==> config.mk <==
export PLATFORM = sky130hd
export DESIGN_NAME = http_request_header_framer
export DESIGN_NICKNAME = d
export VERILOG_FILES = /design/src/design/hrhf_pkg.sv /design/src/design/http_request_header_framer.sv /design/src/design/hrhf_front.sv /design/src/design/hrhf_queue.sv /design/src/design/hrhf_back.sv
export SDC_FILE = /design/constraint.sdc
export NUM_CORES = 1
export LEC_CHECK = 0
export BUFFER_PORTS_ARGS = -buffer_cell sky130_fd_sc_hd__buf_2
export CORE_ASPECT_RATIO = 1.75
export CORE_UTILIZATION = 40
export DETAILED_ROUTE_END_ITERATION = 10
export MAX_ROUTING_LAYER = met4
export SLEW_MARGIN = 20
export SYNTH_ARGS = -nofsm -noshare
export SYNTH_HDL_FRONTEND = slang
export SYNTH_SLANG_ARGS = --single-unit
==> constraint.sdc <==
create_clock -name clock -period 8.4 [get_ports clock]
set_clock_uncertainty 0.05 [all_clocks]
set_input_delay 1.68 -clock clock [delete_from_list [all_inputs] [get_ports clock]]
set_output_delay 1.68 -clock clock [all_outputs]
set_load 0.02 [all_outputs]
==> src/design/hrhf_pkg.sv <==
package hrhf_pkg;

   localparam int LEN_BITS = 40;
   localparam logic [LEN_BITS-1:0] LEN_MAX = {LEN_BITS{1'b1}};

   localparam logic CSR_MAX_BODY_SIZE = 1'b0;
   localparam logic CSR_BODY_METHOD_MASK = 1'b1;

   localparam logic [LEN_BITS-1:0] MAX_BODY_RESET = LEN_BITS'(1048576);
   localparam logic [6:0] BODY_MASK_RESET = 7'd30;

   localparam logic [1:0] ST_CONTINUE = 2'd0;
   localparam logic [1:0] ST_BAD = 2'd1;
   localparam logic [1:0] ST_DONE = 2'd2;
   localparam logic [1:0] ST_TOO_LARGE = 2'd3;

   localparam logic [2:0] CLS_METHOD = 3'd0;
   localparam logic [2:0] CLS_URI = 3'd1;
   localparam logic [2:0] CLS_VERSION = 3'd2;
   localparam logic [2:0] CLS_DELIM = 3'd3;
   localparam logic [2:0] CLS_KEY = 3'd4;
   localparam logic [2:0] CLS_VALUE = 3'd5;
   localparam logic [2:0] CLS_BODY = 3'd6;

   localparam logic [1:0] VER_UNKNOWN = 2'd0;
   localparam logic [1:0] VER_10 = 2'd1;
   localparam logic [1:0] VER_11 = 2'd2;

   localparam logic [7:0] METH_NAME [7][7] = '{
      '{"G", "E", "T", 8'h00, 8'h00, 8'h00, 8'h00},
      '{"P", "U", "T", 8'h00, 8'h00, 8'h00, 8'h00},
      '{"P", "O", "S", "T", 8'h00, 8'h00, 8'h00},
      '{"P", "A", "T", "C", "H", 8'h00, 8'h00},
      '{"D", "E", "L", "E", "T", "E", 8'h00},
      '{"O", "P", "T", "I", "O", "N", "S"},
      '{"H", "E", "A", "D", 8'h00, 8'h00, 8'h00}
   };
   localparam logic [3:0] METH_LEN [7] = '{4'd3, 4'd3, 4'd4, 4'd5, 4'd6, 4'd7, 4'd4};

   localparam logic [7:0] VER_TEXT [8] = '{"H", "T", "T", "P", "/", "1", ".", 8'h00};

   localparam logic [4:0] CLEN_LEN = 5'd14;
   localparam logic [4:0] CONN_LEN = 5'd10;
   localparam logic [4:0] KA_LEN = 5'd10;
   localparam logic [4:0] MATCH_SAT = 5'd31;

   localparam logic [7:0] KEY_CLEN [16] = '{"c", "o", "n", "t", "e", "n", "t", "-",
      "l", "e", "n", "g", "t", "h", 8'h00, 8'h00};
   localparam logic [7:0] KEY_CONN [16] = '{"c", "o", "n", "n", "e", "c", "t", "i",
      "o", "n", 8'h00, 8'h00, 8'h00, 8'h00, 8'h00, 8'h00};
   localparam logic [7:0] VAL_KA [16] = '{"k", "e", "e", "p", "-", "a", "l", "i",
      "v", "e", 8'h00, 8'h00, 8'h00, 8'h00, 8'h00, 8'h00};

   typedef enum logic [3:0] {
      S_METHOD, S_URI, S_VERSION, S_LF1, S_HKEY, S_HSPACE,
      S_HVALUE, S_LF2, S_LF3, S_BODY
   } stage_type;

   typedef struct packed {
      logic       mode;
      logic [7:0] data_byte;
      logic [7:0] lower_byte;
      logic       is_space;
      logic       is_cr;
      logic       is_lf;
      logic       is_colon;
      logic       is_slash;
      logic       is_ctl;
      logic       is_digit;
   } item_type;

endpackage

==> src/design/http_request_header_framer.sv <==
// HTTP/1.x request framer, one byte per transaction.
// req_ channel: req_mode 0 carries req_data_byte, req_mode 1 restarts the
// request and clears a held error. every request transaction gives exactly
// one rsp_ transaction with status, byte class, the byte and the decoded
// method, version, keep-alive, announced length and body count.
// csr_ channel: csr_index 0 writes max_body_size, 1 writes body_method_mask;
// always ready; the user must write only while no transaction is in flight,
// the block does not enforce this. a request transaction passes the input
// queue then the output register. throughput: one byte per cycle while
// rsp_ready is high, set by the parser update in the back end.
// reset clears the parser to the method stage, drops any queued or pending
// transaction and loads the register defaults (1 MiB, mask 30).
// when rsp_ready is low the response register holds; the two-entry input
// queue keeps taking bytes until full, then req_ready falls.
module http_request_header_framer (
   input  logic                          clock,
   input  logic                          reset,
   input  logic                          req_valid,
   output logic                          req_ready,
   input  logic                          req_mode,
   input  logic [7:0]                    req_data_byte,
   output logic                          rsp_valid,
   input  logic                          rsp_ready,
   output logic [1:0]                    rsp_status,
   output logic [2:0]                    rsp_byte_class,
   output logic [7:0]                    rsp_echo_byte,
   output logic [2:0]                    rsp_method_code,
   output logic [1:0]                    rsp_version_minor,
   output logic                          rsp_keep_alive,
   output logic [hrhf_pkg::LEN_BITS-1:0] rsp_body_length,
   output logic [hrhf_pkg::LEN_BITS-1:0] rsp_body_received,
   input  logic                          csr_valid,
   output logic                          csr_ready,
   input  logic                          csr_index,
   input  logic [hrhf_pkg::LEN_BITS-1:0] csr_data
);

   logic [hrhf_pkg::LEN_BITS-1:0] max_body_ff;
   logic [6:0]                    mask_ff;

   logic               queue_ready, push, q_valid, q_pop;
   hrhf_pkg::item_type f_item, q_item;

   assign csr_ready = 1'b1;

   always_ff @(posedge clock) begin
      if (reset) begin
         max_body_ff <= hrhf_pkg::MAX_BODY_RESET;
         mask_ff <= hrhf_pkg::BODY_MASK_RESET;
      end else if (csr_valid) begin
         if (csr_index == hrhf_pkg::CSR_MAX_BODY_SIZE) max_body_ff <= csr_data;
         if (csr_index == hrhf_pkg::CSR_BODY_METHOD_MASK) mask_ff <= csr_data[6:0];
      end
   end

   hrhf_front u_front (
      .req_valid     (req_valid),
      .req_mode      (req_mode),
      .req_data_byte (req_data_byte),
      .queue_ready   (queue_ready),
      .req_ready     (req_ready),
      .push          (push),
      .item          (f_item)
   );

   hrhf_queue u_queue (
      .clock     (clock),
      .reset     (reset),
      .push      (push),
      .push_item (f_item),
      .ready     (queue_ready),
      .pop       (q_pop),
      .valid     (q_valid),
      .pop_item  (q_item)
   );

   hrhf_back u_back (
      .clock             (clock),
      .reset             (reset),
      .item_valid        (q_valid),
      .item              (q_item),
      .item_pop          (q_pop),
      .max_body_size     (max_body_ff),
      .body_method_mask  (mask_ff),
      .rsp_valid         (rsp_valid),
      .rsp_ready         (rsp_ready),
      .rsp_status        (rsp_status),
      .rsp_byte_class    (rsp_byte_class),
      .rsp_echo_byte     (rsp_echo_byte),
      .rsp_method_code   (rsp_method_code),
      .rsp_version_minor (rsp_version_minor),
      .rsp_keep_alive    (rsp_keep_alive),
      .rsp_body_length   (rsp_body_length),
      .rsp_body_received (rsp_body_received)
   );

endmodule

==> src/design/hrhf_front.sv <==
module hrhf_front (
   input  logic               req_valid,
   input  logic               req_mode,
   input  logic [7:0]         req_data_byte,
   input  logic               queue_ready,
   output logic               req_ready,
   output logic               push,
   output hrhf_pkg::item_type item
);

   always_comb begin
      item.mode = req_mode;
      item.data_byte = req_data_byte;
      item.lower_byte = (req_data_byte >= 8'h41 && req_data_byte <= 8'h5A) ?
                        (req_data_byte | 8'h20) : req_data_byte;
      item.is_space = (req_data_byte == 8'h20);
      item.is_cr = (req_data_byte == 8'h0D);
      item.is_lf = (req_data_byte == 8'h0A);
      item.is_colon = (req_data_byte == 8'h3A);
      item.is_slash = (req_data_byte == 8'h2F);
      item.is_ctl = (req_data_byte < 8'h20) || (req_data_byte == 8'h7F);
      item.is_digit = (req_data_byte >= 8'h30) && (req_data_byte <= 8'h39);
   end

   assign req_ready = queue_ready;
   assign push = req_valid && queue_ready;

endmodule

==> src/design/hrhf_queue.sv <==
module hrhf_queue (
   input  logic               clock,
   input  logic               reset,
   input  logic               push,
   input  hrhf_pkg::item_type push_item,
   output logic               ready,
   input  logic               pop,
   output logic               valid,
   output hrhf_pkg::item_type pop_item
);

   hrhf_pkg::item_type slot_ff [2];
   logic       wr_ptr_ff, wr_ptr_in;
   logic       rd_ptr_ff, rd_ptr_in;
   logic [1:0] count_ff, count_in;

   assign ready = (count_ff != 2'd2);
   assign valid = (count_ff != 2'd0);
   assign pop_item = slot_ff[rd_ptr_ff];

   always_comb begin
      wr_ptr_in = push ? ~wr_ptr_ff : wr_ptr_ff;
      rd_ptr_in = pop ? ~rd_ptr_ff : rd_ptr_ff;
      count_in = count_ff + {1'b0, push} - {1'b0, pop};
   end

   always_ff @(posedge clock) begin
      if (reset) begin
         wr_ptr_ff <= 1'b0;
         rd_ptr_ff <= 1'b0;
         count_ff <= 2'd0;
      end else begin
         wr_ptr_ff <= wr_ptr_in;
         rd_ptr_ff <= rd_ptr_in;
         count_ff <= count_in;
      end
   end

   always_ff @(posedge clock) begin
      if (push) begin
         slot_ff[wr_ptr_ff] <= push_item;
      end
   end

endmodule

==> src/design/hrhf_back.sv <==
module hrhf_back (
   input  logic                             clock,
   input  logic                             reset,
   input  logic                             item_valid,
   input  hrhf_pkg::item_type               item,
   output logic                             item_pop,
   input  logic [hrhf_pkg::LEN_BITS-1:0]    max_body_size,
   input  logic [6:0]                       body_method_mask,
   output logic                             rsp_valid,
   input  logic                             rsp_ready,
   output logic [1:0]                       rsp_status,
   output logic [2:0]                       rsp_byte_class,
   output logic [7:0]                       rsp_echo_byte,
   output logic [2:0]                       rsp_method_code,
   output logic [1:0]                       rsp_version_minor,
   output logic                             rsp_keep_alive,
   output logic [hrhf_pkg::LEN_BITS-1:0]    rsp_body_length,
   output logic [hrhf_pkg::LEN_BITS-1:0]    rsp_body_received
);

   localparam int LB = hrhf_pkg::LEN_BITS;

   hrhf_pkg::stage_type stage_ff, stage_in, stage_nx;
   logic          err_hold_ff, err_hold_in;
   logic [1:0]    err_code_ff, err_code_in;
   logic [2:0]    err_class_ff, err_class_in;
   logic [3:0]    tok_ff, tok_in, tok_nx;
   logic [6:0]    mcand_ff, mcand_in, mcand_nx;
   logic [1:0]    vcand_ff, vcand_in, vcand_nx;
   logic [4:0]    klen_ff, klen_in, klen_nx;
   logic [1:0]    kflag_ff, kflag_in, kflag_nx;
   logic [4:0]    vlen_ff, vlen_in, vlen_nx;
   logic [1:0]    vflag_ff, vflag_in, vflag_nx;
   logic [LB-1:0] vnum_ff, vnum_in, vnum_nx;
   logic [2:0]    meth_ff, meth_in, meth_nx;
   logic [1:0]    ver_ff, ver_in, ver_nx;
   logic          ka_ff, ka_in, ka_nx;
   logic [LB-1:0] len_ff, len_in, len_nx;
   logic [LB-1:0] rcv_ff, rcv_in, rcv_nx;
   logic          ustart_ff, ustart_in, ustart_nx;

   logic          out_valid_ff, out_valid_in;
   logic [1:0]    o_status_ff, o_status_in;
   logic [2:0]    o_class_ff, o_class_in;
   logic [7:0]    o_byte_ff, o_byte_in;

   logic          fire, done, clear_all;
   logic [1:0]    status;
   logic [2:0]    cls, stage_cls;
   logic [LB+3:0] prod;
   logic [LB-1:0] rcv_inc;

   assign fire = item_valid && (!out_valid_ff || rsp_ready);
   assign item_pop = fire;

   always_comb begin
      case (stage_ff)
         hrhf_pkg::S_METHOD:  stage_cls = hrhf_pkg::CLS_METHOD;
         hrhf_pkg::S_URI:     stage_cls = hrhf_pkg::CLS_URI;
         hrhf_pkg::S_VERSION: stage_cls = hrhf_pkg::CLS_VERSION;
         hrhf_pkg::S_HKEY:    stage_cls = hrhf_pkg::CLS_KEY;
         hrhf_pkg::S_HVALUE:  stage_cls = hrhf_pkg::CLS_VALUE;
         hrhf_pkg::S_BODY:    stage_cls = hrhf_pkg::CLS_BODY;
         default:             stage_cls = hrhf_pkg::CLS_DELIM;
      endcase
   end

   // next stage
   always_comb begin
      stage_nx = stage_ff;
      case (stage_ff)
         hrhf_pkg::S_METHOD: begin
            if (item.is_space && meth_nx != 3'd0) stage_nx = hrhf_pkg::S_URI;
         end
         hrhf_pkg::S_URI: begin
            if (item.is_space && ustart_ff) stage_nx = hrhf_pkg::S_VERSION;
         end
         hrhf_pkg::S_VERSION: begin
            if (item.is_cr && tok_ff == 4'd8 && vcand_ff != 2'd0) stage_nx = hrhf_pkg::S_LF1;
         end
         hrhf_pkg::S_LF1, hrhf_pkg::S_LF2: begin
            if (item.is_lf) stage_nx = hrhf_pkg::S_HKEY;
         end
         hrhf_pkg::S_HKEY: begin
            if (item.is_cr) begin
               if (klen_ff == 5'd0) stage_nx = hrhf_pkg::S_LF3;
            end else if (item.is_colon) begin
               stage_nx = hrhf_pkg::S_HSPACE;
            end
         end
         hrhf_pkg::S_HSPACE: begin
            if (item.is_space) stage_nx = hrhf_pkg::S_HVALUE;
         end
         hrhf_pkg::S_HVALUE: begin
            if (item.is_cr) stage_nx = hrhf_pkg::S_LF2;
         end
         hrhf_pkg::S_LF3: begin
            if (item.is_lf && len_ff != '0) stage_nx = hrhf_pkg::S_BODY;
         end
         default: stage_nx = stage_ff;
      endcase
   end

   assign prod = ({4'd0, vnum_ff} << 3) + ({4'd0, vnum_ff} << 1)
               + (LB+4)'(item.data_byte[3:0]);
   assign rcv_inc = rcv_ff + LB'(1);

   // datapath and result
   always_comb begin
      status = hrhf_pkg::ST_CONTINUE;
      cls = stage_cls;
      done = 1'b0;
      tok_nx = tok_ff;
      mcand_nx = mcand_ff;
      vcand_nx = vcand_ff;
      klen_nx = klen_ff;
      kflag_nx = kflag_ff;
      vlen_nx = vlen_ff;
      vflag_nx = vflag_ff;
      vnum_nx = vnum_ff;
      meth_nx = meth_ff;
      ver_nx = ver_ff;
      ka_nx = ka_ff;
      len_nx = len_ff;
      rcv_nx = rcv_ff;
      ustart_nx = ustart_ff;
      case (stage_ff)
         hrhf_pkg::S_METHOD: begin
            if (item.is_space) begin
               cls = hrhf_pkg::CLS_DELIM;
               for (int i = 0; i < 7; i++) begin
                  if (mcand_ff[i] && hrhf_pkg::METH_LEN[i] == tok_ff) meth_nx = 3'(i + 1);
               end
               if (meth_nx == 3'd0) status = hrhf_pkg::ST_BAD;
               else tok_nx = 4'd0;
            end else if (tok_ff >= 4'd7) begin
               status = hrhf_pkg::ST_BAD;
            end else begin
               for (int i = 0; i < 7; i++) begin
                  if (tok_ff >= hrhf_pkg::METH_LEN[i] ||
                      hrhf_pkg::METH_NAME[i][tok_ff[2:0]] != item.data_byte)
                     mcand_nx[i] = 1'b0;
               end
               tok_nx = tok_ff + 4'd1;
            end
         end
         hrhf_pkg::S_URI: begin
            if (item.is_space) begin
               cls = hrhf_pkg::CLS_DELIM;
               if (!ustart_ff) status = hrhf_pkg::ST_BAD;
               else tok_nx = 4'd0;
            end else if (item.is_ctl || (!ustart_ff && !item.is_slash)) begin
               status = hrhf_pkg::ST_BAD;
            end else begin
               ustart_nx = 1'b1;
            end
         end
         hrhf_pkg::S_VERSION: begin
            if (item.is_cr) begin
               cls = hrhf_pkg::CLS_DELIM;
               if (tok_ff != 4'd8 || vcand_ff == 2'd0) status = hrhf_pkg::ST_BAD;
               else ver_nx = vcand_ff[1] ? hrhf_pkg::VER_11 : hrhf_pkg::VER_10;
            end else if (tok_ff >= 4'd8) begin
               status = hrhf_pkg::ST_BAD;
            end else begin
               if (tok_ff < 4'd7) begin
                  if (hrhf_pkg::VER_TEXT[tok_ff[2:0]] != item.data_byte) vcand_nx = 2'd0;
               end else begin
                  if (item.data_byte != 8'h30) vcand_nx[0] = 1'b0;
                  if (item.data_byte != 8'h31) vcand_nx[1] = 1'b0;
               end
               tok_nx = tok_ff + 4'd1;
            end
         end
         hrhf_pkg::S_LF1, hrhf_pkg::S_LF2: begin
            if (!item.is_lf) begin
               status = hrhf_pkg::ST_BAD;
            end else begin
               klen_nx = 5'd0;
               kflag_nx = 2'b11;
            end
         end
         hrhf_pkg::S_HKEY: begin
            if (item.is_cr) begin
               cls = hrhf_pkg::CLS_DELIM;
               if (klen_ff != 5'd0) status = hrhf_pkg::ST_BAD;
            end else if (item.is_colon) begin
               cls = hrhf_pkg::CLS_DELIM;
               vlen_nx = 5'd0;
               vflag_nx = 2'b11;
               vnum_nx = '0;
            end else if (item.is_ctl) begin
               status = hrhf_pkg::ST_BAD;
            end else begin
               if (klen_ff >= hrhf_pkg::CLEN_LEN ||
                   hrhf_pkg::KEY_CLEN[klen_ff[3:0]] != item.lower_byte) kflag_nx[0] = 1'b0;
               if (klen_ff >= hrhf_pkg::CONN_LEN ||
                   hrhf_pkg::KEY_CONN[klen_ff[3:0]] != item.lower_byte) kflag_nx[1] = 1'b0;
               if (klen_ff < hrhf_pkg::MATCH_SAT) klen_nx = klen_ff + 5'd1;
            end
         end
         hrhf_pkg::S_HSPACE: begin
            if (!item.is_space) status = hrhf_pkg::ST_BAD;
         end
         hrhf_pkg::S_HVALUE: begin
            if (item.is_cr) begin
               cls = hrhf_pkg::CLS_DELIM;
               if (kflag_ff[0] && klen_ff == hrhf_pkg::CLEN_LEN) len_nx = vnum_ff;
               if (kflag_ff[1] && klen_ff == hrhf_pkg::CONN_LEN)
                  ka_nx = vflag_ff[1] && vlen_ff == hrhf_pkg::KA_LEN;
            end else if (item.is_ctl) begin
               status = hrhf_pkg::ST_BAD;
            end else begin
               if (vflag_ff[0] && item.is_digit) begin
                  vnum_nx = (prod[LB+3:LB] != 4'd0) ? hrhf_pkg::LEN_MAX : prod[LB-1:0];
               end else begin
                  vflag_nx[0] = 1'b0;
               end
               if (vlen_ff >= hrhf_pkg::KA_LEN ||
                   hrhf_pkg::VAL_KA[vlen_ff[3:0]] != item.lower_byte) vflag_nx[1] = 1'b0;
               if (vlen_ff < hrhf_pkg::MATCH_SAT) vlen_nx = vlen_ff + 5'd1;
            end
         end
         hrhf_pkg::S_LF3: begin
            if (!item.is_lf) begin
               status = hrhf_pkg::ST_BAD;
            end else if (len_ff == '0) begin
               status = hrhf_pkg::ST_DONE;
               done = 1'b1;
            end
         end
         default: begin
            if (meth_ff == 3'd0 || !body_method_mask[meth_ff - 3'd1]) begin
               status = hrhf_pkg::ST_BAD;
            end else if (rcv_ff >= max_body_size) begin
               status = hrhf_pkg::ST_TOO_LARGE;
            end else begin
               rcv_nx = rcv_inc;
               if (rcv_inc == len_ff) begin
                  status = hrhf_pkg::ST_DONE;
                  done = 1'b1;
               end
            end
         end
      endcase
   end

   // state update per transaction
   always_comb begin
      stage_in = stage_ff;
      err_hold_in = err_hold_ff;
      err_code_in = err_code_ff;
      err_class_in = err_class_ff;
      tok_in = tok_ff;
      mcand_in = mcand_ff;
      vcand_in = vcand_ff;
      klen_in = klen_ff;
      kflag_in = kflag_ff;
      vlen_in = vlen_ff;
      vflag_in = vflag_ff;
      vnum_in = vnum_ff;
      meth_in = meth_ff;
      ver_in = ver_ff;
      ka_in = ka_ff;
      len_in = len_ff;
      rcv_in = rcv_ff;
      ustart_in = ustart_ff;
      out_valid_in = out_valid_ff && !rsp_ready;
      o_status_in = o_status_ff;
      o_class_in = o_class_ff;
      o_byte_in = o_byte_ff;
      clear_all = 1'b0;
      if (fire) begin
         out_valid_in = 1'b1;
         if (item.mode) begin
            err_hold_in = 1'b0;
            err_code_in = hrhf_pkg::ST_CONTINUE;
            ka_in = 1'b0;
            clear_all = 1'b1;
            o_status_in = hrhf_pkg::ST_CONTINUE;
            o_class_in = hrhf_pkg::CLS_DELIM;
            o_byte_in = 8'd0;
         end else if (err_hold_ff) begin
            o_status_in = err_code_ff;
            o_class_in = err_class_ff;
            o_byte_in = item.data_byte;
         end else begin
            o_status_in = status;
            o_class_in = cls;
            o_byte_in = item.data_byte;
            if (status == hrhf_pkg::ST_BAD || status == hrhf_pkg::ST_TOO_LARGE) begin
               err_hold_in = 1'b1;
               err_code_in = status;
               err_class_in = cls;
            end
            stage_in = stage_nx;
            tok_in = tok_nx;
            mcand_in = mcand_nx;
            vcand_in = vcand_nx;
            klen_in = klen_nx;
            kflag_in = kflag_nx;
            vlen_in = vlen_nx;
            vflag_in = vflag_nx;
            vnum_in = vnum_nx;
            meth_in = meth_nx;
            ver_in = ver_nx;
            ka_in = ka_nx;
            len_in = len_nx;
            rcv_in = rcv_nx;
            ustart_in = ustart_nx;
            clear_all = done;
         end
         if (clear_all) begin
            stage_in = hrhf_pkg::S_METHOD;
            tok_in = 4'd0;
            mcand_in = 7'h7F;
            vcand_in = 2'b11;
            klen_in = 5'd0;
            kflag_in = 2'b11;
            vlen_in = 5'd0;
            vflag_in = 2'b11;
            vnum_in = '0;
            meth_in = 3'd0;
            ver_in = hrhf_pkg::VER_UNKNOWN;
            len_in = '0;
            rcv_in = '0;
            ustart_in = 1'b0;
         end
      end
   end

   always_ff @(posedge clock) begin
      if (reset) begin
         stage_ff <= hrhf_pkg::S_METHOD;
         err_hold_ff <= 1'b0;
         err_code_ff <= hrhf_pkg::ST_CONTINUE;
         err_class_ff <= hrhf_pkg::CLS_METHOD;
         tok_ff <= 4'd0;
         mcand_ff <= 7'h7F;
         vcand_ff <= 2'b11;
         klen_ff <= 5'd0;
         kflag_ff <= 2'b11;
         vlen_ff <= 5'd0;
         vflag_ff <= 2'b11;
         vnum_ff <= '0;
         meth_ff <= 3'd0;
         ver_ff <= hrhf_pkg::VER_UNKNOWN;
         ka_ff <= 1'b0;
         len_ff <= '0;
         rcv_ff <= '0;
         ustart_ff <= 1'b0;
         out_valid_ff <= 1'b0;
      end else begin
         stage_ff <= stage_in;
         err_hold_ff <= err_hold_in;
         err_code_ff <= err_code_in;
         err_class_ff <= err_class_in;
         tok_ff <= tok_in;
         mcand_ff <= mcand_in;
         vcand_ff <= vcand_in;
         klen_ff <= klen_in;
         kflag_ff <= kflag_in;
         vlen_ff <= vlen_in;
         vflag_ff <= vflag_in;
         vnum_ff <= vnum_in;
         meth_ff <= meth_in;
         ver_ff <= ver_in;
         ka_ff <= ka_in;
         len_ff <= len_in;
         rcv_ff <= rcv_in;
         ustart_ff <= ustart_in;
         out_valid_ff <= out_valid_in;
      end
   end

   logic [2:0]    o_meth_ff;
   logic [1:0]    o_ver_ff;
   logic          o_ka_ff;
   logic [LB-1:0] o_len_ff;
   logic [LB-1:0] o_rcv_ff;

   // result payload shows values before the end-of-request clear
   always_ff @(posedge clock) begin
      o_status_ff <= o_status_in;
      o_class_ff <= o_class_in;
      o_byte_ff <= o_byte_in;
      if (fire) begin
         if (item.mode) begin
            o_meth_ff <= 3'd0;
            o_ver_ff <= hrhf_pkg::VER_UNKNOWN;
            o_ka_ff <= 1'b0;
            o_len_ff <= '0;
            o_rcv_ff <= '0;
         end else if (err_hold_ff) begin
            o_meth_ff <= meth_ff;
            o_ver_ff <= ver_ff;
            o_ka_ff <= ka_ff;
            o_len_ff <= len_ff;
            o_rcv_ff <= rcv_ff;
         end else begin
            o_meth_ff <= meth_nx;
            o_ver_ff <= ver_nx;
            o_ka_ff <= ka_nx;
            o_len_ff <= len_nx;
            o_rcv_ff <= rcv_nx;
         end
      end
   end

   assign rsp_valid = out_valid_ff;
   assign rsp_status = o_status_ff;
   assign rsp_byte_class = o_class_ff;
   assign rsp_echo_byte = o_byte_ff;
   assign rsp_method_code = o_meth_ff;
   assign rsp_version_minor = o_ver_ff;
   assign rsp_keep_alive = o_ka_ff;
   assign rsp_body_length = o_len_ff;
   assign rsp_body_received = o_rcv_ff;

endmodule

After elaboration in Yosys (flattened, before gate mapping) --
Memory sizes are Yosys's and may differ from the RTL's. A register that Yosys moved wholly into a read port is not among the register bits. Cells that the tools add are included.
Storage, ports and cells: flip-flop bits (word level) 315, memory bits (writable) 48, ROM bits 896, input port bits 55, word-level logic and storage cells 487, memories kept 12
Memory list:
- (no name shown) | words 16, bits a word 8, rd ports 1, clocked after Yosys merged registers in 0, write ports 0, line hrhf_back.sv:196 | hrhf_pkg::KEY_CLEN[klen_ff[3:0]] != item.lower_byte) kflag_nx[0] = 1'b0;
- (no name shown) | words 16, bits a word 8, rd ports 1, clocked after Yosys merged registers in 0, write ports 0, line hrhf_back.sv:198 | hrhf_pkg::KEY_CONN[klen_ff[3:0]] != item.lower_byte) kflag_nx[1] = 1'b0;
- (no name shown) | words 16, bits a word 8, rd ports 1, clocked after Yosys merged registers in 0, write ports 0, line hrhf_back.sv:220 | hrhf_pkg::VAL_KA[vlen_ff[3:0]] != item.lower_byte) vflag_nx[1] = 1'b0;
- (no name shown) | words 8, bits a word 8, rd ports 1, clocked after Yosys merged registers in 0, write ports 0, line hrhf_back.sv:167 | if (hrhf_pkg::VER_TEXT[tok_ff[2:0]] != item.data_byte) vcand_nx = 2'd0;
- (no name shown) | words 8, bits a word 8, rd ports 1, clocked after Yosys merged registers in 0, write ports 0, line hrhf_back.sv:141 | hrhf_pkg::METH_NAME[i][tok_ff[2:0]] != item.data_byte)
- (no name shown) | words 8, bits a word 8, rd ports 1, clocked after Yosys merged registers in 0, write ports 0, line hrhf_back.sv:141
- +6 memories
Cells by class: add/subtract/negate cells 9, order comparisons 22, eq/ne operators 79, multiplexer cells 215, bitwise logic cells 8, reduce and logical (&&, ||, !) cells 101
Operators with widths (count):
- 40-bit two-way mux | 21
- 8-bit two-way mux | 22
- 4-bit two-way mux | 23
- 8-bit inequality test | 11
- 2-bit two-way mux | 43
- 5-bit two-way mux | 16
- 40-bit case mux with 2 select lines | 1
- 9-bit AND reduction | 7
- 3-bit two-way mux | 19
- 1-bit two-way mux | 52
- 7-bit AND reduction | 7
- 3-bit by 1-bit inequality test with 1-bit output, second input constant | 15
- 43-bit by 41-bit adder with 44-bit output | 1
- 44-bit by 4-bit adder with 44-bit output | 1
- 7-bit two-way mux | 6
- 40-bit by 1-bit adder with 40-bit output, second input constant | 1
- 40-bit == test | 1
- 40-bit greater-or-equal comparator | 1
- 40-bit zero test | 1
- 40-bit nonzero test | 1
- 4-bit case mux with 8 select lines | 1
- 2-bit nonzero test | 13
- 8-bit by 6-bit == test with 1-bit output, second input constant | 3
- 3-bit inequality test, second input constant | 8
- other kinds (69) | 159

Depth between registers and ports, before layout --
word-level depth 20, gate-level depth with buffers 20, depth with buffers taken out 15

Hierarchy --
From an unflattened synthesis, not the netlist that was laid out.
Unflattened totals: cells, all modules 2639, area, all modules 23308.6 sq um
By module, submodules not included:
- hrhf_back | times used 1, cells an instance 2294, area each 18889.4 sq um, seq. area each 6276.0 sq um
- http_request_header_framer | times used 1, cells an instance 206, area each 2082.0 sq um, seq. area each 940.9 sq um
- hrhf_queue | times used 1, cells an instance 96, area each 2054.5 sq um, seq. area each 1541.5 sq um
- hrhf_front | times used 1, cells an instance 43, area each 282.8 sq um, seq. area each 0.0 sq um

Worst setup path after synthesis --
OpenSTA, ideal clock, no wires.
path type input to register, start point input rsp_ready, end point register u_queue.count_ff[1], arrival time 6.181 ns, data required time 8.222 ns, slack 2.041 ns, stages on the path 10, buffers on the path 1, cell sequence nand2b_1 -> o21ai_0 -> inv_2 -> buf_1 -> ha_1 -> inv_1 -> ha_1 -> xor2_1 -> xnor2_1 -> nor2_1
On the way: word-level cells in the longest chain between the ends 3
RTL lines:
- start: declaration | line http_request_header_framer.sv:23 | input logic rsp_ready,
- 1-bit logical OR | line hrhf_back.sv:53 | assign fire = item_valid && (!out_valid_ff || rsp_ready);
- 1-bit logical AND | line hrhf_back.sv:53
- via q_pop | line http_request_header_framer.sv:41 | logic queue_ready, push, q_valid, q_pop;
- 2-bit by 1-bit subtractor with 2-bit output | line hrhf_queue.sv:24 | count_in = count_ff + {1'b0, push} - {1'b0, pop};
- end signal: assignment | line hrhf_queue.sv:35 | count_ff <= count_in;
- end: declaration | line hrhf_queue.sv:15 | logic [1:0] count_ff, count_in;
The timed path passes the listed nets, and every way through them passes these cells. A chain may end at the register's enable or synchronous reset.

==> run metrics <==
largest net degree at the start of global routing 87; critical path endpoint u_back.vnum_ff[35]$_SDFFE_PP0P_; Critical Path RT a little under 9 ns; Final GP Congestion between 0.9 and 1; hold path depth 1; WS Path Type reg2reg; Worst Max-Slew Pin Slew 1.06 ns; global-route wire length before repair 111000 microns; post-synth top area share about a fifth; final setup fails 0; critical path data arrival time ~6.6 ns; Yosys warnings 0; nets around 2800; RR Endpoint u_back.vnum_ff[35]$_SDFFE_PP0P_; post_cts resized 0; worst hold slack 0.402 ns; Hold Crit Start u_back.vflag_ff[0]$_SDFFE_PP1P_; post-synthesis register bit count 350; DRT met1 WL roughly 29000 microns; syn avg cell area between 8 and 9 sq um; Synth cell types 91; die width 179 microns; count leader, synth nand2_1; fin crit share 73.6%; syn_nets between 2000 and 3000; share of layout cells above drive strength 1 between 10 and 15%; area grow syn2layout 11.3%; Main synth FF type dfxtp_1; Worst-path clk slew 0.07 ns; Clock Tree Buf Depth 3; antenna violations before repair 1; setup slack, reg-to-reg ~2.2 ns; Synth top cells by count nand2_1, a21oi_1, nor2_1, dfxtp_1, ha_1; final hold vios 0; critical path startpoint category flop; Initial Util between 40% and 50%; Post-DP HPWL roughly 53000 microns; I/O Pins around 160; area leader, netlist dfxtp_1; Worst VDD drop 0.157 mV; Core Area roughly 0.054 sq mm; H-Tree Depth 2; die area 0.0556 sq mm; async set-reset flop share out of synthesis 0%; Die Ht 311 microns; status finished, final reports clean; clock buffer count from CTS 36; filler cell count between 5000 and 6000; Max Slew Vio Count 0; max capacitance violation total 0; Skew-Pair Late Insertion Delay about 0.56 ns; met2 WL ~36000 microns; Area contributors post-synth dfxtp_1, edfxtp_1, ha_1; PD cells 231 mW/mm^2; RSZ-0062 raised after global routing false; Final ANT Viol Nets 0; WL met3 3450 microns; Remaining DRCs 0; Crit. End Element flop; FMAX ~0.16 GHz; # Post-CTS Setup Buffers 0; WL/cell approximately 22 microns; Leak around 9.1 nW; Tot GR Track Use 26.5%; Max Fanout on Critical Path 34; drt pass-1 iters 7; reg2reg path depth 17; Mapped Cells 2544; via-per-instance ratio 5.95; total gr overflow 0; vias in the first global route 19200; Buffers on Ports approximately 160; CTS tree done; cts hold-fix bufs 0; DR iter-0 viols approximately 1600; number of synthesized flops with an enable pin around 130; final setup TNS 0 ns; Routed WL between 70000 and 80000 microns; synthesized area ~0.022 sq mm; n_diodes 0; num rows 112; top layer in use met4; CTS sink cnt 350; Vias around 20000; CTS root buffer clkbuf_16; Min-Delay Path Class reg2reg; worst rel slew slack ~29%; clock period minus worst slack 6.18 ns; Seq/Total Area, Yosys about two fifths
==> stage by stage <==
| stage | total power, W | setup slack [ns] | cells | instance area, sq um | utilization [%] |
|---|---|---|---|---|---|
| after global routing | 0.00587 | 1.80 | 3324 | 24300 | 45.3 |
| after floorplan | 0.00336 | 2.04 | 2544 | 21800 | - |
| after detailed placement | 0.00396 | 2.29 | 3258 | 23100 | 43.0 |
| final | 0.00562 | 2.22 | 3324 | 24300 | 45.3 |
| after CTS | 0.00566 | 2.24 | 3324 | 24300 | 45.3 |
| after global placement | 0.00393 | 2.40 | 3258 | 23100 | 43.0 |
==> per-layer routing <==
| metal | up-vias | global-route usage [%] |
|---|---|---|
| met1 | 9492 | 31.2 |
| met4 | 0 | 12.7 |
| met2 | 703 | 44.9 |
| li1 | 9404 | - |
| met3 | 170 | 2.19 |
| met5 | - | - |
==> report_power, final <==
| group | total, W | internal [W] | switching (W) |
|---|---|---|---|
| Sequential | 0.00225 | 0.00212 | 0.000131 |
| Clock | 0.00171 | 0.000979 | 0.000726 |
| Combinational | 0.00166 | 0.000465 | 0.00119 |
==> cell type report <==
class,instances,area (sq um),area share [%]
multi-input cells,1948,12500,51.5
clock inverters,21,251,1.03
flip-flops and latches,350,8340,34.3
well taps,684,856,3.52
repair buffers,191,1050,4.30
clock buffers,45,966,3.97
inverters,85,322,1.32
==> sequential cells by signal, summed over array words and instances (netlist names), 8 cells and up, named ones only <==
register and count:
u_back.vnum_ff 40, u_queue.slot_ff 34, u_back.rsp_body_length 40, u_back.rcv_ff 40
u_back.rsp_echo_byte 8, max_body_ff 40, u_back.len_ff 40, u_back.rsp_body_received 40
==> worst min-delay path by stage <==
| stage | endpoint |
|---|---|
| floorplan | u_back.vflag_ff[0]$_SDFFE_PP1P_ |
| CTS | u_back.vflag_ff[0]$_SDFFE_PP1P_ |
| finish | u_back.vflag_ff[0]$_SDFFE_PP1P_ |
| global route | u_back.vflag_ff[0]$_SDFFE_PP1P_ |
| global placement | u_back.vflag_ff[0]$_SDFFE_PP1P_ |
| detailed placement | u_back.vflag_ff[0]$_SDFFE_PP1P_ |
==> cell families after synthesis <==
logic type               after synthesis  share of synthesized area [%]
flip-flops                           350                           38.2
XOR/XNOR                             155                           6.28
multiplexers                          38                           1.91
AO/OA/AOI/OAI                        651                           19.6
other                                  1                         0.0172
adder cells (fa/ha/maj)              146                           8.44
AND/OR/NAND/NOR                      957                           21.0
buffers and inverters                246                           4.57
==> critical path: stages (launching register included) <==
cell and delay (ns):
dfxtp_1 0.66, buf_4 0.35, mux2i_1 0.21, buf_4 0.26, clkinv_1 0.33, fa_1 0.62, fa_1 0.50, a211oi_1 0.31
o211ai_1 0.20, nand3_1 0.23, a31oi_1 0.17, o41ai_1 0.50, a21oi_1 0.14, or3_1 0.33, a2111o_1 0.53, buf_4 0.31
o21ba_2 0.29, o2bb2ai_1 0.06
==> layout by cell type (no fill, tap or decap), types with 10 or more instances in the layout <==
cell       count
o22ai_1       11
or3_1         19
o211ai_1      20
or4_1         13
nor4_1        35
buf_2        155
nand2b_1      24
nand3_1       92
o2bb2ai_1     40
nor3_1        53
mux2i_1       25
inv_1         81
a21oi_1      226
nand4_1       61
ha_1         144
buf_4         36
o21a_1        12
nor2_1       223
xor2_1        55
o31ai_1       30
and3_1        21
nand2_1      329
a31oi_1       18
clkbuf_16     37
dfxtp_1      217
edfxtp_1     133
a21o_1        23
a211oi_1      19
o21ai_0       96
and2_1        11
a22oi_1       10
a22o_1        40
xnor2_1       99
nor2b_1       20
and4_1        10
Power figures use the tool's default switching activity.
